File: config.mk
export PLATFORM = sky130hd
export DESIGN_NAME = j1939_engine_parameter_decoder_unit
export DESIGN_NICKNAME = d
export VERILOG_FILES = /design/src/rtl/jepd_pkg.sv /design/src/rtl/jepd_front.sv /design/src/rtl/jepd_queue.sv /design/src/rtl/jepd_back.sv /design/src/rtl/j1939_engine_parameter_decoder_unit.sv
export SDC_FILE = /design/constraint.sdc
export NUM_CORES = 1
export LEC_CHECK = 0
export ABC_AREA = 0
export BUFFER_PORTS_ARGS = -buffer_cell sky130_fd_sc_hd__buf_2
export CORE_MARGIN = 5
export CORE_UTILIZATION = 45
export DETAILED_ROUTE_END_ITERATION = 10
export GPL_TIMING_DRIVEN = 1
export PLACE_DENSITY = 0.79
export SLEW_MARGIN = 40
export SYNTH_ARGS = -nofsm -noshare
export SYNTH_HDL_FRONTEND = slang
export SYNTH_SLANG_ARGS = --single-unit
export TNS_END_PERCENT = 10
File: constraint.sdc
create_clock -name i_clk -period 4.33 [get_ports i_clk]
set_clock_uncertainty 0.1 [all_clocks]
set_input_delay 0.433 -clock i_clk [delete_from_list [all_inputs] [get_ports i_clk]]
set_output_delay 0.433 -clock i_clk [all_outputs]
set_load 0.01 [all_outputs]
File: src/rtl/jepd_pkg.sv
// Shared types and constants for the J1939 engine parameter decoder.
// Used by the front, queue, back and top-level modules; no dependencies.
`timescale 1ns / 1ps

package jepd_pkg;

    localparam int ID_W      = 29;
    localparam int LEN_W     = 4;
    localparam int SPEED_W   = 19;
    localparam int COOLANT_W = 9;
    localparam int BATTERY_W = 16;
    localparam int FUEL_W    = 8;
    localparam int COUNT_W   = 32;
    localparam int IN_DATA_W  = 104;
    localparam int OUT_DATA_W = 88;

    localparam logic [7:0]  PF_PDU2      = 8'hF0;
    localparam logic [15:0] PGN_EEC1     = 16'hF004;
    localparam logic [15:0] PGN_PROP_SPD = 16'hFF66;
    localparam logic [15:0] PGN_COOLANT  = 16'hFEEE;
    localparam logic [15:0] PGN_BATTERY  = 16'hFEF7;
    localparam logic [15:0] PGN_FUEL     = 16'hFEFC;
    localparam logic [15:0] NA_WORD      = 16'hFFFF;
    localparam logic [7:0]  NA_BYTE      = 8'hFF;
    localparam logic [7:0]  COOLANT_OFFSET = 8'd40;

    typedef enum logic [2:0] {
        KIND_NONE     = 3'd0,
        KIND_EEC1     = 3'd1,
        KIND_PROP_SPD = 3'd2,
        KIND_COOLANT  = 3'd3,
        KIND_BATTERY  = 3'd4,
        KIND_FUEL     = 3'd5
    } t_kind;

    typedef struct packed {
        t_kind                 kind;
        logic                  upd_speed;
        logic                  upd_coolant;
        logic                  upd_battery;
        logic                  upd_fuel;
        logic [SPEED_W-1:0]    speed;
        logic [COOLANT_W-1:0]  coolant;
        logic [BATTERY_W-1:0]  battery;
        logic [FUEL_W-1:0]     fuel;
    } t_op;

endpackage

File: src/rtl/jepd_front.sv
// Front end: unpacks a received frame, forms the PGN and classifies it into an update operation.
// Depends on jepd_pkg.
`timescale 1ns / 1ps

module jepd_front (
    input  logic                              i_valid,
    output logic                              o_ready,
    input  logic [jepd_pkg::IN_DATA_W-1:0]    i_data,
    input  logic                              i_is_extended,
    output logic                              o_op_valid,
    input  logic                              i_op_ready,
    output jepd_pkg::t_op                     o_op
);

    logic [jepd_pkg::ID_W-1:0]  w_id;
    logic [jepd_pkg::LEN_W-1:0] w_len;
    logic [7:0]                 w_b [8];
    logic [7:0]                 w_pf;
    logic [15:0]                w_pgn;
    logic [15:0]                w_raw01;
    logic [15:0]                w_raw34;
    logic [15:0]                w_raw45;

    assign w_id  = i_data[28:0];
    assign w_len = i_data[32:29];

    always_comb begin
        for (int k = 0; k < 8; k++) begin
            w_b[k] = i_data[33 + 8*k +: 8];
        end
    end

    assign w_pf    = w_id[23:16];
    assign w_pgn   = {w_pf, (w_pf >= jepd_pkg::PF_PDU2) ? w_id[15:8] : 8'h00};
    assign w_raw01 = {w_b[1], w_b[0]};
    assign w_raw34 = {w_b[4], w_b[3]};
    assign w_raw45 = {w_b[5], w_b[4]};

    always_comb begin
        o_op             = '0;
        o_op.kind        = jepd_pkg::KIND_NONE;
        o_op.coolant     = {1'b0, w_b[0] - jepd_pkg::COOLANT_OFFSET}
                           - ((w_b[0] < jepd_pkg::COOLANT_OFFSET) ? 9'h100 : 9'h000);
        o_op.battery     = w_raw45;
        o_op.fuel        = w_b[1];
        o_op.speed       = {3'b000, w_raw34};
        if (i_is_extended) begin
            case (w_pgn)
                jepd_pkg::PGN_EEC1: begin
                    o_op.kind      = jepd_pkg::KIND_EEC1;
                    o_op.upd_speed = (w_len >= 4'd5) && (w_raw34 != jepd_pkg::NA_WORD);
                end
                jepd_pkg::PGN_PROP_SPD: begin
                    o_op.kind      = jepd_pkg::KIND_PROP_SPD;
                    o_op.speed     = {w_raw01, 3'b000};
                    o_op.upd_speed = (w_len >= 4'd2) && (w_raw01 != jepd_pkg::NA_WORD);
                end
                jepd_pkg::PGN_COOLANT: begin
                    o_op.kind        = jepd_pkg::KIND_COOLANT;
                    o_op.upd_coolant = (w_len >= 4'd1) && (w_b[0] != jepd_pkg::NA_BYTE);
                end
                jepd_pkg::PGN_BATTERY: begin
                    o_op.kind        = jepd_pkg::KIND_BATTERY;
                    o_op.upd_battery = (w_len >= 4'd6) && (w_raw45 != jepd_pkg::NA_WORD);
                end
                jepd_pkg::PGN_FUEL: begin
                    o_op.kind     = jepd_pkg::KIND_FUEL;
                    o_op.upd_fuel = (w_len >= 4'd2) && (w_b[1] != jepd_pkg::NA_BYTE);
                end
                default: begin
                    o_op.kind = jepd_pkg::KIND_NONE;
                end
            endcase
        end
    end

    assign o_op_valid = i_valid;
    assign o_ready    = i_op_ready;

endmodule

File: src/rtl/jepd_queue.sv
// Two-entry queue of classified operations between the front and back ends.
// Depends on jepd_pkg.
`timescale 1ns / 1ps

module jepd_queue (
    input  logic          i_clk,
    input  logic          i_rst_n,
    input  logic          i_push_valid,
    output logic          o_push_ready,
    input  jepd_pkg::t_op i_push_op,
    output logic          o_pop_valid,
    input  logic          i_pop_ready,
    output jepd_pkg::t_op o_pop_op
);

    jepd_pkg::t_op r_mem [2];
    logic          r_wr_ptr;
    logic          r_rd_ptr;
    logic [1:0]    r_count;
    logic          w_push;
    logic          w_pop;

    assign o_push_ready = (r_count != 2'd2);
    assign o_pop_valid  = (r_count != 2'd0);
    assign o_pop_op     = r_mem[r_rd_ptr];
    assign w_push       = i_push_valid && o_push_ready;
    assign w_pop        = o_pop_valid && i_pop_ready;

    always_ff @(posedge i_clk) begin
        if (w_push) begin
            r_mem[r_wr_ptr] <= i_push_op;
        end
        if (!i_rst_n) begin
            r_wr_ptr <= 1'b0;
            r_rd_ptr <= 1'b0;
            r_count  <= 2'd0;
        end else begin
            if (w_push) begin
                r_wr_ptr <= ~r_wr_ptr;
            end
            if (w_pop) begin
                r_rd_ptr <= ~r_rd_ptr;
            end
            case ({w_push, w_pop})
                2'b10:   r_count <= r_count + 2'd1;
                2'b01:   r_count <= r_count - 2'd1;
                default: r_count <= r_count;
            endcase
        end
    end

endmodule

File: src/rtl/jepd_back.sv
// Back end: applies operations to the held values and frame counter and registers the result.
// Depends on jepd_pkg.
`timescale 1ns / 1ps

module jepd_back (
    input  logic                               i_clk,
    input  logic                               i_rst_n,
    input  logic                               i_op_valid,
    output logic                               o_op_ready,
    input  jepd_pkg::t_op                      i_op,
    output logic                               o_valid,
    input  logic                               i_ready,
    output logic [jepd_pkg::OUT_DATA_W-1:0]    o_data,
    output logic [2:0]                         o_kind
);

    logic [jepd_pkg::SPEED_W-1:0]   r_speed,   n_speed;
    logic [jepd_pkg::COOLANT_W-1:0] r_coolant, n_coolant;
    logic [jepd_pkg::BATTERY_W-1:0] r_battery, n_battery;
    logic [jepd_pkg::FUEL_W-1:0]    r_fuel,    n_fuel;
    logic [3:0]                     r_flags,   n_flags;
    logic [jepd_pkg::COUNT_W-1:0]   r_count,   n_count;
    logic                           r_out_valid;
    logic [jepd_pkg::OUT_DATA_W-1:0] r_out_data;
    logic [2:0]                     r_out_kind;
    logic                           w_take;

    assign o_op_ready = !r_out_valid || i_ready;
    assign w_take     = i_op_valid && o_op_ready;

    always_comb begin
        n_speed   = i_op.upd_speed   ? i_op.speed   : r_speed;
        n_coolant = i_op.upd_coolant ? i_op.coolant : r_coolant;
        n_battery = i_op.upd_battery ? i_op.battery : r_battery;
        n_fuel    = i_op.upd_fuel    ? i_op.fuel    : r_fuel;
        n_flags   = r_flags | {i_op.upd_fuel, i_op.upd_battery,
                               i_op.upd_coolant, i_op.upd_speed};
        n_count   = r_count + 32'd1;
    end

    always_ff @(posedge i_clk) begin
        if (w_take) begin
            r_out_data <= {n_count, n_flags[3], n_fuel, n_flags[2], n_battery,
                           n_flags[1], n_coolant, n_flags[0], n_speed};
            r_out_kind <= i_op.kind;
        end
        if (!i_rst_n) begin
            r_speed     <= '0;
            r_coolant   <= '0;
            r_battery   <= '0;
            r_fuel      <= '0;
            r_flags     <= '0;
            r_count     <= '0;
            r_out_valid <= 1'b0;
        end else begin
            if (w_take) begin
                r_speed   <= n_speed;
                r_coolant <= n_coolant;
                r_battery <= n_battery;
                r_fuel    <= n_fuel;
                r_flags   <= n_flags;
                r_count   <= n_count;
            end
            if (w_take) begin
                r_out_valid <= 1'b1;
            end else if (i_ready) begin
                r_out_valid <= 1'b0;
            end
        end
    end

    assign o_valid = r_out_valid;
    assign o_data  = r_out_data;
    assign o_kind  = r_out_kind;

endmodule

File: src/rtl/j1939_engine_parameter_decoder_unit.sv
// Top level of the J1939 engine parameter decoder.
// Depends on jepd_pkg, jepd_front, jepd_queue and jepd_back.
//
// Usage: each received CAN frame enters as one transaction on the slave
// stream. The front end forms the parameter group number and classifies the
// frame; a two-entry queue hands the operation to the back end, which updates
// the held engine values, counts the frame and registers one result
// transaction on the master stream.
// A frame accepted at one edge is classified into the queue at that edge;
// the back end takes it from the queue and registers its result. One frame
// is taken every cycle for as long as the receiver keeps taking results,
// the rate being set by the update of the held values in the back end.
// When the receiver stalls, the output register holds its result, the queue
// fills with up to two further frames, and then tready falls on the slave side.
// Reset clears the held values, their valid bits, the frame counter, the
// queue and the output valid bit; the block takes frames as soon as reset
// is released.
`timescale 1ns / 1ps

module j1939_engine_parameter_decoder_unit (
    input  logic                               i_clk,
    input  logic                               i_rst_n,
    input  logic                               i_s_axis_tvalid,
    output logic                               o_s_axis_tready,
    // can_id[28:0], data_len[32:29], byte0..byte7 from bit 33 up, zeros to 104
    input  logic [jepd_pkg::IN_DATA_W-1:0]     i_s_axis_tdata,
    // is_extended
    input  logic                               i_s_axis_tuser,
    output logic                               o_m_axis_tvalid,
    input  logic                               i_m_axis_tready,
    // speed_eighths[18:0], speed_valid[19], coolant_deg[28:20], coolant_valid[29],
    // battery_units[45:30], battery_valid[46], fuel_units[54:47], fuel_valid[55],
    // frames_seen[87:56]
    output logic [jepd_pkg::OUT_DATA_W-1:0]    o_m_axis_tdata,
    // matched_kind
    output logic [2:0]                         o_m_axis_tuser
);

    logic          w_fq_valid;
    logic          w_fq_ready;
    jepd_pkg::t_op w_fq_op;
    logic          w_qb_valid;
    logic          w_qb_ready;
    jepd_pkg::t_op w_qb_op;

    jepd_front u_front (
        .i_valid       (i_s_axis_tvalid),
        .o_ready       (o_s_axis_tready),
        .i_data        (i_s_axis_tdata),
        .i_is_extended (i_s_axis_tuser),
        .o_op_valid    (w_fq_valid),
        .i_op_ready    (w_fq_ready),
        .o_op          (w_fq_op)
    );

    jepd_queue u_queue (
        .i_clk        (i_clk),
        .i_rst_n      (i_rst_n),
        .i_push_valid (w_fq_valid),
        .o_push_ready (w_fq_ready),
        .i_push_op    (w_fq_op),
        .o_pop_valid  (w_qb_valid),
        .i_pop_ready  (w_qb_ready),
        .o_pop_op     (w_qb_op)
    );

    jepd_back u_back (
        .i_clk      (i_clk),
        .i_rst_n    (i_rst_n),
        .i_op_valid (w_qb_valid),
        .o_op_ready (w_qb_ready),
        .i_op       (w_qb_op),
        .o_valid    (o_m_axis_tvalid),
        .i_ready    (i_m_axis_tready),
        .o_data     (o_m_axis_tdata),
        .o_kind     (o_m_axis_tuser)
    );

endmodule
==> run_results.csv <==
group,metric,value,unit
finish,area_growth,18.91,%
logic_synthesis,synth-seq-cells,303,
grt,grt_antenna_before_repair,2,
logic_synthesis,synth_top_family_by_area,"simple AND/OR/NAND/NOR gates",
sta,setup_viol,0,
route,via_per_inst,5.407,
clock_network,cts_sinks,303,
route,first_iter_violations,675,
logic_synthesis,synthArstFlopShare,0,%
sta,maxSlewViolCount,0,
worst_setup_path,worstRegToRegCells,4,
logic_synthesis,muxShareOfSynthArea,6.504,%
sta,timing.final.crit_share,65.90,%
pwr,seqPwrFrac,47.1,%
sta,relSlewSlack,51.39,%
clock_network,path_clk_slew,0.06,ns
floorplanning,rows,60,
clock_network,cts_buffer_depth,3,
sta,clock.fmax,350.4,MHz
worst_setup_path,cp_data_required_time,4.66,ns
grt,use_met2,28.81,%
hold_path,hp-start,"i_s_axis_tdata[42]",
pwr,p_clk_share,28.1,%
worst_setup_path,slowest_stage,"dfxtp_4",
grt,track_usage,16.88,%
sta,rsz0062_at_grt,"no",
logic_synthesis,syn_area_per_cell,12.72,µm²
logic_synthesis,yosysWarnings,0,
grt,use_met3,4.297,%
route,drc,0,
placed_design,gp_congestion,0.8156,
worst_setup_path,worstSetupPathType,"flop to flop",
worst_setup_path,critPathCaptureType,"flop",
floorplanning,fp.dieH,173.9,µm
status,status,"finished, final reports clean",
pwr,p_per_area,656.9,nW/µm²
clock_network,cts_tree,"built",
clock_network,post-cts-setup-buffer-count,0,
logic_synthesis,yosysUniqueCellTypes,39,
floorplanning,core,26730,µm²
grt,grt.busiest_layer,"met2",
logic_synthesis,synth_xor_area_share,3.262,%
clock_network,clk_latency,0.55,ns
sta,final.setup.worst_slack,1.476,ns
sta,setup_tns,0,ns
pwr,switching_power,0.002935,W
hold_path,hold_depth,1,
finish,drive_gt1_share,21.78,%
route,postRouteWirelength,26200,µm
route,final_antenna_net_count,0,
route,via_count,7981,
worst_setup_path,max_stage_delay,0.78,ns
grt,grt_remaining_overflow,0,
clock_network,cts_buffers,31,
logic_synthesis,synthCells,950,
finish,nets,1222,
logic_synthesis,synth_ff_type,"edfxtp_1",
placed_design,io_buffers,157,
grt,grt_pass1_vias,7905,
grt,use_met1,21.73,%
floorplanning,die_w,173.9,µm
finish,final.fill_count,2235,
logic_synthesis,synth-compound-area-share,7.902,%
pwr,netSwitchingFraction,31.10,%
worst_setup_path,critical_path.max_fanout,40,
logic_synthesis,synth_area,12080,µm²
run,drv_cap,0,
logic_synthesis,synth_seq_area_share,67.52,%
floorplanning,dieArea,30230,µm²
pwr,cell_internal_pwr,0.006502,W
logic_synthesis,syn-num-nets,1062,
floorplanning,io_pins,202,
worst_setup_path,cp_data_arrival_time,3.18,ns
worst_setup_path,path_cells,"mux2_2 -> and3_2 -> nor2_1 -> a211oi_1",
floorplanning,start_util,45.21,%
worst_setup_path,critPathLaunchType,"flop",
placed_design,place_hpwl,17010,µm
logic_synthesis,synth_edf_count,209,
grt,grt_first_pass_wirelength,41780,µm
sta,period_needed,2.854,ns
sta,worstMarginPinSlew,0.7291,ns
clock_network,cts-root-buf,"clkbuf_16",
route,wl_per_cell,17.75,µm
sta,finalHoldViolCount,0,
logic_synthesis,yosys.area_share.adder,0.3107,%
placed_design,place_ws,1.576,ns
pwr,p_leak,5.110,nW
pwr,ir_drop,0.3811,mV
route,first_pass_iters,5,
clock_network,cts_max_level,1,
pwr,combPwrFrac,24.8,%
hold_path,hp-class,"input port to flop",
logic_synthesis,yosys.area_share.simple,12.41,%
grt,grt_max_degree,96,
==> metrics by stage <==
stage | power, W | std cells | instance area, µm² | hold WS, ns | util (%)
final | 0.009437 | 1476 | 14370 | 0.02868 | 53.75
after global routing | 0.009974 | 1476 | 14370 | 0.01034 | 53.75
after CTS | 0.009547 | 1474 | 14350 | 0.002137 | 53.69
after detailed placement | 0.006846 | 1401 | 13160 | 0.3513 | 49.24
after global placement | 0.006752 | 1400 | 13150 | 0.3417 | 49.21
after floorplan | 0.005984 | 950 | 12080 | 0.3325 | -
==> final timing paths <==
| kind | end | slack [ns] |
|---|---|---|
| setup / recovery | u_back.r_battery[5] | 1.48 |
| hold / removal | u_queue.r_mem[1][1] | 0.03 |
| setup reg to reg | u_back.r_battery[5] | 1.48 |
| hold reg to reg | u_back.r_flags[3] | 0.36 |
==> flip-flops by register name, summed over array words and instances (netlist names), named ones only <==
| signal | count |
|---|---|
| u_back.r_fuel | 8 |
| u_back.r_battery | 16 |
| u_back.o_kind | 3 |
| u_queue.r_mem | 118 |
| u_back.o_data | 88 |
| u_back.o_valid | 1 |
| u_back.r_coolant | 9 |
| u_queue.r_rd_ptr | 1 |
| u_back.r_count | 32 |
| u_back.r_flags | 4 |
| u_queue.r_count | 2 |
| u_back.r_speed | 19 |
| u_queue.r_wr_ptr | 1 |
==> power by group through the flow <==
| stage | combinational [W] | sequential, W | clock [W] |
|---|---|---|---|
| global route | 0.00260 | 0.00452 | 0.00286 |
| detailed placement | 0.00234 | 0.00450 | 0 |
| finish | 0.00234 | 0.00444 | 0.00265 |
| CTS | 0.00238 | 0.00445 | 0.00272 |
| floorplan | 0.00138 | 0.00460 | 0 |
| global placement | 0.00227 | 0.00448 | 0 |
==> logic make-up after synthesis <==
kind of cell / Yosys count
xor+xnor: 45
fa+ha+maj: 3
flops: 303
compound gates: 156
buf+inv: 64
mux: 76
simple gates: 303
==> critical path, delay by kind of cell (launching register included) <==
family | cells | cell delay, ns
mux | 1 | 0.70
compound gates | 1 | 0.29
simple gates | 2 | 0.81
flops | 1 | 0.78
==> cell usage in the layout, fill, tap and decap left out, drive strengths merged, types with 6 or more instances in the layout <==
master	instances
a211oi	52
a21oi	78
and2	7
and3	6
and4	8
buf	164
clkbuf	41
clkinv	8
dfxtp	94
dlygate4sd3	17
edfxtp	209
inv	11
mux2	20
mux2i	56
nand2	28
nand2b	8
nand3	16
nand4	26
nor2	140
nor3	13
nor4	11
o21ai	10
o31ai	11
or3	13
or4	16
xnor2	26
xor2	19
==> synthesized netlist by cell type, types with 7 or more instances <==
cell type / instances / area [µm²]
edfxtp_1: 209 / 6276
nor2_1: 140 / 525.5
dfxtp_1: 94 / 1882
a21oi_1: 78 / 390.4
mux2i_1: 56 / 560.5
a211oi_1: 52 / 390.4
clkbuf_1: 36 / 135.1
nand2_1: 28 / 105.1
nand4_1: 26 / 162.7
xnor2_1: 26 / 227.7
mux2_2: 20 / 225.2
xor2_1: 19 / 166.4
or4_1: 16 / 120.1
nand3_1: 14 / 70.07
nor3_1: 13 / 65.06
or3_1: 13 / 81.33
nor4_1: 11 / 68.82
o31ai_1: 11 / 82.58
buf_2: 10 / 50.05
o21ai_0: 10 / 50.05
inv_1: 9 / 33.78
and4_1: 8 / 70.07
buf_1: 8 / 30.03
nand2b_1: 8 / 50.05
and2_1: 7 / 43.79
==> per-layer routing <==
| metal | routed length, µm | share of wire [%] |
|---|---|---|
| met5 | 13 | 0.050 |
| met4 | 517 | 2.0 |
| met3 | 1753 | 6.7 |
| met2 | 12850 | 49 |
| met1 | 11070 | 42 |
==> repair_timing <==
action / CTS / global route
hold endpoints to repair: 32 / 1
hold buffers: 16 / 1
gates resized for setup: 0 / 0
==> area by class of cell <==
type,instances,area [µm²],share of cell area [%]
Antenna cell,1,2.502,0.01742
Tap cell,341,426.7,2.970
Timing Repair Buffer,181,1025,7.133
Multi-Input combinational cell,583,3681,25.62
Clock inverter,16,166.4,1.158
Inverter,10,40.04,0.2787
Clock buffer,41,863.3,6.009
Sequential cell,303,8162,56.81
Power figures use the tool's default switching activity.
